$ cat config.mk
export PLATFORM = sky130hd
export DESIGN_NAME = nllm_idx_mem
export DESIGN_NICKNAME = d
export VERILOG_FILES = /design/src/rtl/nllm_pkg.sv /design/src/rtl/nllm_idx_mem.sv
export SDC_FILE = /design/constraint.sdc
export NUM_CORES = 1
export LEC_CHECK = 0
export ABC_AREA = 1
export BUFFER_PORTS_ARGS = -buffer_cell sky130_fd_sc_hd__clkbuf_2
export CORE_ASPECT_RATIO = 0.7
export CORE_MARGIN = 1.5
export CORE_UTILIZATION = 55
export CTS_BUF_LIST = sky130_fd_sc_hd__clkbuf_4
export DETAILED_ROUTE_END_ITERATION = 8
export PLACE_DENSITY_LB_ADDON = 0.25
export SLEW_MARGIN = 20
export SYNTH_ARGS = -nofsm -noshare
export SYNTH_HDL_FRONTEND = slang
export SYNTH_SLANG_ARGS = --single-unit
$ cat constraint.sdc
create_clock -name clk -period 5.2 [get_ports clk]
set_input_delay 0.26 -clock clk [delete_from_list [all_inputs] [get_ports clk]]
set_output_delay 0.26 -clock clk [all_outputs]
set_load 0.05 [all_outputs]
$ cat src/rtl/nllm_pkg.sv
package nllm_pkg;

  // field widths fixed by the item format
  localparam int RANK_W    = 10;
  localparam int NODE_ID_W = 7;
  localparam int OWN_NODE_W = 6;
  localparam int IDX_W     = 10;
  localparam int CNT_W     = 11;
  localparam int CFG_W     = 10;
  localparam int CFG_IDX_W = 1;

  // counters stop here
  localparam logic [CNT_W-1:0] MAX_RANKS = 11'd1024;

  // configuration register indexes
  localparam logic [CFG_IDX_W-1:0] CFG_OWN_RANK = 1'd0;
  localparam logic [CFG_IDX_W-1:0] CFG_OWN_NODE = 1'd1;

  // item modes; code 3 is unused and ignored
  typedef enum logic [1:0] {
    MODE_LEADER = 2'd0,
    MODE_MAP    = 2'd1,
    MODE_CLEAR  = 2'd2
  } mode_t;

  typedef struct packed {
    logic [1:0]                  mode;
    logic [RANK_W-1:0]           rank;
    logic signed [NODE_ID_W-1:0] node_id;
  } in_item_t;

  typedef struct packed {
    logic             error;
    logic             new_leader;
    logic [IDX_W-1:0] leader_index;
    logic             same_node;
    logic [IDX_W-1:0] local_index;
    logic [IDX_W-1:0] map_rank;
    logic             map_is_local;
    logic [CNT_W-1:0] local_count;
    logic [CNT_W-1:0] leader_count;
  } result_t;

  // saturating count step
  function automatic logic [CNT_W-1:0] sat_inc(input logic [CNT_W-1:0] v);
    return (v < MAX_RANKS) ? CNT_W'(v + 1'b1) : v;
  endfunction

endpackage

$ cat src/rtl/nllm_idx_mem.sv
// leader index per node: one write port, one registered read port
module nllm_idx_mem import nllm_pkg::*; #(
  parameter int DEPTH = 64,
  parameter int AW    = 6
) (
  input  logic             clk,
  input  logic             we,
  input  logic [AW-1:0]    waddr,
  input  logic [IDX_W-1:0] wdata,
  input  logic             re,
  input  logic [AW-1:0]    raddr,
  output logic [IDX_W-1:0] rdata_r
);

  logic [IDX_W-1:0] mem [DEPTH];

  always_ff @(posedge clk) begin
    if (we) begin
      mem[waddr] <= wdata;
    end
    if (re) begin
      rdata_r <= mem[raddr];
    end
  end

endmodule

# Yosys cells after proc, flatten, opt, wreduce, memory -nomap -nowiden
# Memory sizes are Yosys's and may differ from the RTL's. A register that Yosys moved wholly into a read port is not among the register bits.
# Cells that the tools add are included.
word_totals:
  reg_bits: 0
  mem_bits_rw: 640
  wordCells: 3
  inputBits: 25
  memories: 1
  out_inout_bits: 10
memory_table:
  columns: ["name", "depth", "width", "read_ports", "rd_ports_with_merged_regs", "write_ports", "line_no", "text"]
  rows:
  - ["mem", 64, 10, 1, 1, 1, "nllm_idx_mem.sv:15", "logic [IDX_W-1:0] mem [DEPTH];"]
classes:
  mux: 2
ops:
  columns: ["cell", "n"]
  rows:
  - ["$mux 1", 2]

# Depth between registers and ports, before layout
logic_depth:
  depth_word: 2
  ltp_mapped: 12
  ltp_nobuf: 9

# Worst setup path before layout
# OpenSTA, ideal clock, no wires.
synth_timing:
  path_kind: "input-to-reg"
  startpoint: "input we"
  endpoint: "memory mem[48][0], enable pin"
  required_ps: 4796
  path_stages: 3
  n_path_buf: 1
  slack_ps: 2977
  arrival_time_ps: 1819
  cell_sequence: "clkbuf_1 > nand4_1 > nor4_1"
synth_between:
  elab_chain_len: 2
synth_rtl:
  columns: ["element", "line_no", "text"]
  rows:
  - ["start, declared", "nllm_idx_mem.sv:7", "input logic we,"]
  - ["$mux 1", "nllm_idx_mem.sv:18", "if (we) begin"]
  - ["$mux 1 (implied by the code)", "nllm_idx_mem.sv:19", "mem[waddr] <= wdata;"]
  - ["end, declared", "nllm_idx_mem.sv:15", null]
# Every way passes these cells.

==> summary.md <==
| Metric | Value |
|---|---|
| Run status | finished clean |
| PwrDens | 364 nW/µm² |
| Simple-Gate Fraction of Synth Area | 23.0% |
| Antenna-violating nets left | 0 |
| Crit path DAT | 3450 ps |
| Vert. Die Dim | 187 µm |
| Final worst slack | 2320 ps |
| Clock Pin Slew Worst Setup and Hold Paths | 70 ps |
| CTS tree | yes |
| Fmax achieved | 347 MHz |
| Initial DRC count | 2375 |
| Placed Cells incl. Taps | 2775 |
| Hold WS | 54.0 ps |
| CTS root buf | clkbuf_4 |
| Number of synthesized flops with an enable pin | 650 |
| Postcts setup bufs | 0 |
| Crit start category | input port |
| RSZ-0062 raised after global routing | false |
| Register area share after synthesis | 73.6% |
| Hold Fails Final Rpt | 0 |
| GP Congestion | 0.875 |
| R2r worst-path depth | 8 |
| Initial cell density of the core | 55.5% |
| Adder-Cell Fraction of Synth Area | 0% |
| Syn Nets | 2258 |
| WP data required | 5770 ps |
| Setup-failing EPs final | 0 |
| DRC | 0 |
| Final clock skew | 54.6 ps |
| Post-Synth XOR/XNOR Area | 0% |
| Post-Syn Instances | 2233 |
| CTS Sinks | 650 |
| Fin crit period | 2880 ps |
| Rows | 67 |
| Syn Area/Cell | 11.9 µm² |
| Die area | 49600 µm² |
| Detailed-route via count | 17705 |
| Largest net degree at the start of global routing | 199 |
| Max IR drop VDD | 0.000249 V |
| CP Class | input port to register |
| Top post-synthesis cells by area | edfxtp_1 74%, nand2_1 11%, nand3_1 10% |
| Syn-to-layout area delta | 8.68% |
| Share of the synthesized area in the top cell type | 73.6% |
| Area leader, netlist | edfxtp_1 |
| CTS Buf Count | 152 |
| Worst slew pin tran | 1170 ps |
| Largest family of logic cells by synthesized area | simple AND/OR/NAND/NOR gates |
| Die W | 266 µm |
| Compound-Gate Fraction of Synth Area | 0% |
| H-tree level count | 4 |
| Worst slack, placed | 2010 ps |
| Final Slew Violations | 0 |
| Grt ovf | 0 |
| Distinct cells, synth | 17 |
| Initial antenna violation count | 1 |
| Max-Cap Viols | 0 |
| Critical Path End Type | register |
| Port bufs | 34 |
| Leak Pwr | 0.0104 µW |
| CORE AREA | 47800 µm² |
| TritonRoute pass-1 iters | 6 |
| Logic pwr share | 6.5% |
| Sw Pwr | 2530 µW |
| Nets | 2337 |
| Post-synth ARST share | 0% |
| Insertion delay to the later sink of the worst-skew pair | 870 ps |
| Post-synthesis mux area share | 0% |
| Final setup TNS | 0 ps |
| Post-CTS sizing | 0 |
| Crit path max fanout | 196 |
| Layout cell share with drive strength beyond 1 | 12.7% |
| Synthesized area | 26500 µm² |
| Clock power share | 37.9% |
| Post-route insts no fill | 3030 |
| DR WL/cell | 22.6 µm |
| First-pass GRT wire length | 103000 µm |
| Synth Flop Type | edfxtp_1 |
| YS warnings | 0 |
| Sequential power share | 55.6% |
| DP HPWL | 36300 µm |
| Commonest non-fill, non-tap cell in the layout | nand2_1 |
| Hold Path Class | input port to register |
| Via density | 5.84 |
| Final wirelength | 68400 µm |
| Gr usage total | 27.9% |
| Most frequent cells in the layout | 810 x nand2_1, 650 x edfxtp_1, 547 x nand3_1 |
| Number of global-route vias before repair | 16686 |
| Ratio of final minimum period to clock period | 55.4% |
| Slew HR | 21.7% |
| Boundary Pins | 35 |
| Int Power | 7960 µW |
| CTS Buffer Depth | 3 |
| Hold path depth | 2 |
| Fraction of power spent switching nets | 24.1% |
| Yosys reg bits | 650 |
power by group through the flow:
stage | clock [µW] | combinational, µW | sequential (µW)
2_1_floorplan | 0 | 391 | 5960
3_3_place_gp | 0 | 661 | 5940
3_5_place_dp | 0 | 672 | 5940
4_1_cts | 4030 | 675 | 5830
5_1_grt | 4260 | 744 | 5830
6_report | 3970 | 686 | 5830
final timing paths:
check,start,endpoint,slack (ps)
hold / removal,wdata[9],mem[0][9]$_DFFE_PP_,50
setup / recovery,raddr[0],rdata_r[2]$_DFFE_PP_,2320
hold reg to reg,mem[60][5]$_DFFE_PP_,rdata_r[5]$_DFFE_PP_,880
setup reg to reg,mem[15][4]$_DFFE_PP_,rdata_r[4]$_DFFE_PP_,3470
cell type report:
class,instances,area (µm²)
antenna,1,2.50
clock buffer,214,1610
clock inverter,36,229
fill,3842,18900
inverter,12,60.1
multi-input combinational,1430,6160
sequential,650,19500
tap,621,777
timing repair buffer,66,483
cells by family (layout without fill, tap and decap cells):
group | count (synthesis) | count (layout)
buf+inv | 153 | 328
flops | 650 | 650
simple gates | 1430 | 1430
other cells | 0 | 1
state kept, by name, summed over array words and instances (netlist names):
register and count:
rdata_r 10, mem 640
critical path, stage by stage:
cell	delay [ps]
buf_8	570
clkinv_8	760
buf_12	550
nand2_1	100
nand3_1	80
nand3_1	230
nand2_1	80
nand2_1	60
nand3_1	130
nand3_1	280
nand2_1	80
through the flow:
stage                     area (µm²)  util, %  power (µW)
after detailed placement       26900     56.4        6620
after floorplan                26500        -        6350
final                          28800     60.4       10500
after global routing           28800     60.4       10800
after global placement         26900     56.4        6600
after CTS                      28800     60.3       10500
metal layers:
| metal | track usage (%) | part of all wire, % | vias up |
|---|---|---|---|
| met3 | 8.13 | 11 | 112 |
| met5 | 0 | 0.051 | - |
| li1 | - | - | 8115 |
| met2 | 40.1 | 44 | 1051 |
| met4 | 9.38 | 2.6 | 2 |
| met1 | 41.1 | 42 | 8425 |
synth_stat cells, types with 2 or more instances:
cell type / instances
buf_1: 15
edfxtp_1: 650
buf_4: 9
buf_6: 28
nor2_1: 56
inv_1: 8
nand4_1: 9
nand2_1: 810
buf_8: 2
clkbuf_1: 27
buf_2: 60
nor4_1: 8
nand3_1: 547
timing repair:
| item | in CTS | in global routing |
|---|---|---|
| hold buffers | 4 | 0 |
| hold endpoints to repair | 35 | 0 |
| endpoints found under the setup margin | 0 | 0 |
Note: power is estimated with default switching activity, not from simulation.
