[config.mk]
export PLATFORM = sky130hd
export DESIGN_NAME = nllm_core
export DESIGN_NICKNAME = d
export VERILOG_FILES = /design/src/rtl/nllm_pkg.sv /design/src/rtl/nllm_core.sv
export SDC_FILE = /design/constraint.sdc
export NUM_CORES = 1
export LEC_CHECK = 0
export BUFFER_PORTS_ARGS = -buffer_cell sky130_fd_sc_hd__buf_2
export CORE_MARGIN = 1
export CORE_UTILIZATION = 25
export CTS_CLUSTER_SIZE = 8
export DETAILED_ROUTE_END_ITERATION = 10
export PLACE_DENSITY = 0.5
export RECOVER_POWER = 100
export SYNTH_ARGS = -nofsm -noshare
export SYNTH_HDL_FRONTEND = slang
export SYNTH_SLANG_ARGS = --single-unit
[constraint.sdc]
create_clock -name clk -period 4.33 [get_ports clk]
set_input_delay 0.433 -clock clk [delete_from_list [all_inputs] [get_ports clk]]
set_output_delay 0.433 -clock clk [all_outputs]
set_load 0.01 [all_outputs]
[src/rtl/nllm_pkg.sv]
package nllm_pkg;

  // field widths fixed by the item format
  localparam int RANK_W    = 10;
  localparam int NODE_ID_W = 7;
  localparam int OWN_NODE_W = 6;
  localparam int IDX_W     = 10;
  localparam int CNT_W     = 11;
  localparam int CFG_W     = 10;
  localparam int CFG_IDX_W = 1;

  // counters stop here
  localparam logic [CNT_W-1:0] MAX_RANKS = 11'd1024;

  // configuration register indexes
  localparam logic [CFG_IDX_W-1:0] CFG_OWN_RANK = 1'd0;
  localparam logic [CFG_IDX_W-1:0] CFG_OWN_NODE = 1'd1;

  // item modes; code 3 is unused and ignored
  typedef enum logic [1:0] {
    MODE_LEADER = 2'd0,
    MODE_MAP    = 2'd1,
    MODE_CLEAR  = 2'd2
  } mode_t;

  typedef struct packed {
    logic [1:0]                  mode;
    logic [RANK_W-1:0]           rank;
    logic signed [NODE_ID_W-1:0] node_id;
  } in_item_t;

  typedef struct packed {
    logic             error;
    logic             new_leader;
    logic [IDX_W-1:0] leader_index;
    logic             same_node;
    logic [IDX_W-1:0] local_index;
    logic [IDX_W-1:0] map_rank;
    logic             map_is_local;
    logic [CNT_W-1:0] local_count;
    logic [CNT_W-1:0] leader_count;
  } result_t;

  // saturating count step
  function automatic logic [CNT_W-1:0] sat_inc(input logic [CNT_W-1:0] v);
    return (v < MAX_RANKS) ? CNT_W'(v + 1'b1) : v;
  endfunction

endpackage

[src/rtl/nllm_core.sv]
// per-item decision logic plus the node valid bits and running counters
module nllm_core import nllm_pkg::*; #(
  parameter int MAX_NODES = 64,
  parameter int NODE_W    = 6
) (
  input  logic                  clk,
  input  logic                  rst_n,
  input  logic                  adv,
  input  in_item_t              item,
  input  logic [IDX_W-1:0]      rd_idx,
  input  logic [RANK_W-1:0]     own_rank,
  input  logic [OWN_NODE_W-1:0] own_node,
  output result_t               res,
  output logic                  mem_we,
  output logic [NODE_W-1:0]     mem_waddr,
  output logic [IDX_W-1:0]      mem_wdata
);

  logic [MAX_NODES-1:0]  node_valid_r;
  logic [CNT_W-1:0]      leaders_r, leaders_nxt;
  logic [CNT_W-1:0]      locals_r, locals_nxt;
  logic                  own_lead_r, own_lead_nxt;
  logic                  clr;
  logic                  set_valid;
  logic [OWN_NODE_W-1:0] node6;
  logic                  bad;
  logic                  vld;
  logic [IDX_W-1:0]      leader_rd;

  // node decode: negative or past the table is an error
  assign node6     = item.node_id[OWN_NODE_W-1:0];
  assign bad       = item.node_id[NODE_ID_W-1] || (32'(node6) >= MAX_NODES);
  assign mem_waddr = NODE_W'(node6);
  assign vld       = node_valid_r[mem_waddr];
  assign leader_rd = vld ? rd_idx : '0;
  assign mem_wdata = leaders_r[IDX_W-1:0];

  always_comb begin
    res          = '0;
    leaders_nxt  = leaders_r;
    locals_nxt   = locals_r;
    own_lead_nxt = own_lead_r;
    clr          = 1'b0;
    set_valid    = 1'b0;
    case (item.mode)
      MODE_CLEAR: begin
        clr          = 1'b1;
        leaders_nxt  = '0;
        locals_nxt   = '0;
        own_lead_nxt = 1'b0;
      end
      MODE_LEADER: begin
        if (bad) begin
          res.error = 1'b1;
        end else if (!vld) begin
          // first rank on this node takes the next leader index
          set_valid        = 1'b1;
          res.new_leader   = 1'b1;
          res.leader_index = leaders_r[IDX_W-1:0];
          leaders_nxt      = sat_inc(leaders_r);
          if (item.rank == own_rank) begin
            own_lead_nxt = 1'b1;
          end
        end
      end
      MODE_MAP: begin
        if (bad) begin
          res.error = 1'b1;
        end else if (node6 == own_node) begin
          res.same_node   = 1'b1;
          res.local_index = locals_r[IDX_W-1:0];
          if (own_lead_r && (item.rank == own_rank)) begin
            res.map_rank = leader_rd;
          end else begin
            res.map_rank     = locals_r[IDX_W-1:0];
            res.map_is_local = 1'b1;
          end
          locals_nxt = sat_inc(locals_r);
        end else if (own_lead_r) begin
          res.map_rank = leader_rd;
        end else begin
          // remote rank, not leader: local rank 0
          res.map_is_local = 1'b1;
        end
      end
      default: begin
      end
    endcase
    res.local_count  = locals_nxt;
    res.leader_count = own_lead_nxt ? leaders_nxt : '0;
  end

  assign mem_we = adv && set_valid;

  // state commits only when the item moves on
  always_ff @(posedge clk) begin
    if (!rst_n) begin
      node_valid_r <= '0;
      leaders_r    <= '0;
      locals_r     <= '0;
      own_lead_r   <= 1'b0;
    end else if (adv) begin
      if (clr) begin
        node_valid_r <= '0;
      end else if (set_valid) begin
        node_valid_r[mem_waddr] <= 1'b1;
      end
      leaders_r  <= leaders_nxt;
      locals_r   <= locals_nxt;
      own_lead_r <= own_lead_nxt;
    end
  end

endmodule

======== Word level (Yosys, flattened, before mapping) ========
Index checks and enable logic that the tools add are counted.
operators by class
  $add $sub $neg .......................... 2
  equal/unequal tests ..................... 4
  mux-type cells .......................... 37
  reductions and logical operators ........ 7
  bitwise gates (word level) .............. 1
  order comparisons ....................... 4
operators with widths
  kind                                                                                 count
  11-bit 2-to-1 mux                                                                    12
  64-bit 2-to-1 mux                                                                    2
  64-bit OR                                                                            1
  22-bit 2-to-1 mux                                                                    2
  11-bit case mux with 2 select lines                                                  2
  10-bit 2-to-1 mux                                                                    3
  11-bit by 1-bit adder with 11-bit output, second input constant                      2
  11-bit < comparator, second input constant                                           2
  1-bit 2-to-1 mux                                                                     13
  10-bit equality test                                                                 1
  6-bit by 7-bit < comparator with 1-bit output, second input constant                 1
  1-bit binary-select mux with 6-bit select                                            1
  1-bit demux with 6-bit select                                                        1
  6-bit equality test                                                                  1
  6-bit by 1-bit greater-or-equal comparator with 1-bit output, second input constant  1
  1-bit logical AND                                                                    3
  2-bit by 1-bit equality test with 1-bit output, second input constant                1
  2-bit equality test, second input constant                                           1
  2-bit logical NOT                                                                    1
  1-bit case mux with 2 select lines                                                   1
  2-bit AND reduction                                                                  1
  2-bit nonzero test                                                                   1
  2-bit OR reduction                                                                   1
storage, ports and cells
  input bits .............................. 48
  flip-flop bits (word level) ............. 87
  word-level logic and storage cells ...... 59
  output and inout bits ................... 73

======== Longest topological paths before layout ========
  word-level depth ........................ 7
  depth in mapped cells ................... 13
  mapped depth without buffers ............ 8

======== Worst setup path after synthesis ========
Ideal clock, no wire load.
  path kind ............................... input-to-output
  start point ............................. in item[2] (netlist bit)
  end point ............................... out mem_we
  required time ........................... 3.897 ns
  cell stages on the path ................. 12
  path slack .............................. 1.491 ns
  data arrival time ....................... 2.406 ns
  path buffers ............................ 6
  cell sequence ........................... buf_2 buf_4 buf_6 mux2i_1 a22oi_1 nand3_1 nand4_2 or2_4 buf_6 buf_4 buf_2 nor3_1
on the way
  longest elaborated chain between the ends .. 6
RTL lines
  element                                    RTL line         source
  from (decl)                                nllm_core.sv:9   input in_item_t item,
  1-bit binary-select mux with 6-bit select  nllm_core.sv:34  assign vld = node_valid_r[mem_waddr];
  1-bit 2-to-1 mux (implied by the code)     nllm_core.sv:34
  1-bit 2-to-1 mux                           nllm_core.sv:55  end else if (!vld) begin
  1-bit 2-to-1 mux                           nllm_core.sv:53  if (bad) begin
  1-bit 2-to-1 mux                           nllm_core.sv:45  case (item.mode)
  1-bit logical AND                          nllm_core.sv:93  assign mem_we = adv && set_valid;
  to (decl)                                  nllm_core.sv:14  output logic mem_we,
No other way between the ends. The select of a mux whose other input is x is not followed.

==> results.py <==
metrics = {
    "die": {
        "fp.dieArea_mm2": 0.0209,
        "die_h_um": 145,
        "initial_utilization": 0.258,
        "core_area_mm2": 0.0197,
        "rows": 51,
        "io_pins": 121,
        "chipWidth_um": 145,
    },
    "yosys": {
        "syn_avg_cell_area_um2": 7.95,
        "ys_warn_count": 0,
        "syn_inst": 640,
        "synthArstFlopShare": 0,
        "netlist_area_mm2": 0.00509,
        "ys_seq_elements": 87,
        "ys.flop_type": "dfxtp_1",
        "synth.yosys.seq_area_share": 0.342,
        "syn_nets": 693,
        "synth_cell_type_count": 60,
        "synth_edf_count": 0,
    },
    "sta": {
        "final.min_clock_period_ps": 3730,
        "finClkSkew_ps": 10.9,
        "slew-limit-headroom": 0.289,
        "finalCritPeriodShare": 0.861,
        "max_freq_ghz": 0.268,
        "setup_viol": 0,
        "tightest_slew_ps": 1060,
        "slew_violations": 0,
        "finalHoldViolCount": 0,
        "rsz0062_at_grt": "false",
        "setup_tns_ps": 0,
        "layout_setup_ws_ps": 601,
    },
    "drt": {
        "first_pass_iters": 5,
        "routed_via_density": 4.93,
        "drt_iter0_markers": 337,
        "ant_nets": 0,
        "dr_total_vias": 4877,
        "post_drt_wl_per_cell_um": 15.7,
        "drcViolationCount": 0,
        "wirelength_mm": 15.6,
    },
    "clock_network": {
        "clk_pin_slew_ps": 70,
        "insertion_delay_ps": 350,
        "htreeDepth": 3,
        "clock_tree.root_cell": "clkbuf_16",
        "postCtsResizedCells": 0,
        "cts_buffers": 9,
        "cts_tree": "built",
        "clock_sinks": 87,
        "ctsHoldBuffers": 0,
        "cts_setup_buffers": 0,
        "clk_path_buf_depth": 2,
    },
    "final_layout": {
        "final_common_cell": "nand2_1",
        "fin_nets": 772,
        "antennaDiodeCount": 0,
        "final_util": 0.299,
        "drive_gt1_frac": 0.128,
        "area_growth_pct": 15.7,
        "layout_common_cells": "nand2_1, dfxtp_1, o21ai_0, clkbuf_1, buf_2",
    },
    "power": {
        "p_clk_frac": 0.425,
        "peakVddDrop_mv": 0.121,
        "pwr-share-comb": 0.106,
        "power_leakage_nw": 2.08,
        "switching_share": 0.272,
        "powerDensity_mw_per_mm2": 292,
        "internal_power_mw": 1.25,
        "p_switching_mw": 0.467,
        "seqPwrFrac": 0.469,
    },
    "grt": {
        "grt_max_degree": 42,
        "antenna_found_initial": 0,
        "grt_usage": 0.152,
        "gr-total-overflow": 0,
        "grt_pass1_wl_mm": 24.5,
        "grt_pass1_vias": 4517,
    },
    "setup_path": {
        "arrival_ps": 3300,
        "start_kind": "primary input",
        "crit_fanout": 15,
        "path_cells": "clkbuf_1, xnor2_1, nand4_1, nor4_1, and4_1, nand3_1, xor2_1, nor2_1, buf_2",
        "crit_path_end_kind": "primary output",
        "required_ps": 3900,
        "critPathSlowestCell": "nor4_1",
        "crit_type": "in2out",
        "ff2ff_setup_slack_ps": 1570,
        "slowest_delay_ps": 800,
    },
    "placed_design": {
        "hpwl_mm": 11.1,
        "dp_slack_ps": 851,
        "port_buffers": 120,
        "gp_congestion": 0.821,
    },
    "worst_hold_path": {
        "holdCritPathClass": "reg2reg",
    },
    "run": {
        "maxCapViolations": 0,
    },
    "status": {
        "status": "complete, no violations",
    },
}
stage by stage:
stage / power [mW] / cells / hold slack, ps / instance area (um2)
global placement: 1.01 / 973 / 433 / 5750
CTS: 1.74 / 989 / 449 / 6020
detailed placement: 1.01 / 973 / 440 / 5750
floorplan: 0.956 / 640 / 420 / 5090
finish: 1.72 / 989 / 449 / 5890
global route: 1.79 / 989 / 469 / 5890
power groups by stage:
stage / sequential [mW] / combinational [mW] / clock (mW)
after floorplan: 0.823 / 0.133 / 0
after global placement: 0.825 / 0.190 / 0
after detailed placement: 0.824 / 0.190 / 0
after CTS: 0.806 / 0.190 / 0.747
after global routing: 0.806 / 0.201 / 0.779
final: 0.806 / 0.183 / 0.731
metal layers:
| layer | wire length (um) | up-vias | GRT usage |
|---|---|---|---|
| met4 | 416 | 0 | 0.0643 |
| met1 | 7430 | 2249 | 0.202 |
| li1 | - | 2438 | - |
| met2 | 6870 | 160 | 0.238 |
| met5 | 0 | - | 0 |
| met3 | 857 | 30 | 0.0290 |
cell type report:
type                    count  area (um2)
clock buffers              10         229
clock inverters             6        45.0
fillers                  2170       13800
inverters                   8        30.0
multi-input cells         486        2940
flip-flops and latches     87        1740
well taps                 265         332
repair buffers            127         572
worst max-delay path: cells and delay by family:
| kind | cells | cell delay [ps] |
|---|---|---|
| xor+xnor | 2 | 360 |
| buf+inv | 2 | 720 |
| simple gates | 5 | 1780 |
cell families (layout without fill, tap and decap cells):
kind of cell / after synthesis / count (layout) / synth area share
AOI/OAI and AO/OA: 172 / 172 / 0.214
xor gates and xnor gates: 25 / 25 / 0.0430
adders and majority gates: 5 / 5 / 0.0123
buffers and inverters: 67 / 151 / 0.0715
DFF: 87 / 87 / 0.342
muxes: 31 / 31 / 0.0676
and+or+nand+nor: 253 / 253 / 0.249
path summary, 6_finish.rpt:
| check | startpoint | endpoint | cells after the start |
|---|---|---|---|
| setup / recovery | item[3] | res[20] | 9 |
| hold / removal | node_valid_r[6] | node_valid_r[6] | 2 |
| setup reg to reg | node_valid_r[5] | node_valid_r[50] | 8 |
| hold reg to reg | node_valid_r[6] | node_valid_r[6] | 2 |
synthesized netlist by cell type, types with 8 or more instances:
| master | count | area share |
|---|---|---|
| nand2_1 | 100 | 0.074 |
| dfxtp_1 | 87 | 0.34 |
| o21ai_1 | 48 | 0.047 |
| a21oi_1 | 36 | 0.035 |
| nand3_1 | 30 | 0.030 |
| clkbuf_1 | 29 | 0.021 |
| mux2i_1 | 25 | 0.049 |
| nor2_1 | 24 | 0.018 |
| and2_1 | 22 | 0.027 |
| o21ai_0 | 22 | 0.022 |
| a31oi_1 | 20 | 0.025 |
| buf_4 | 18 | 0.027 |
| xnor2_1 | 18 | 0.031 |
| nor2b_1 | 14 | 0.017 |
| or3_1 | 9 | 0.011 |
| and3_1 | 8 | 0.0098 |
| nand4_1 | 8 | 0.0098 |
sequential cells by signal (all words and copies together) (netlist names):
name / count
node_valid_r: 64
locals_r: 11
own_lead_r: 1
leaders_r: 11
No activity file was read; power rests on OpenSTA's default activity.
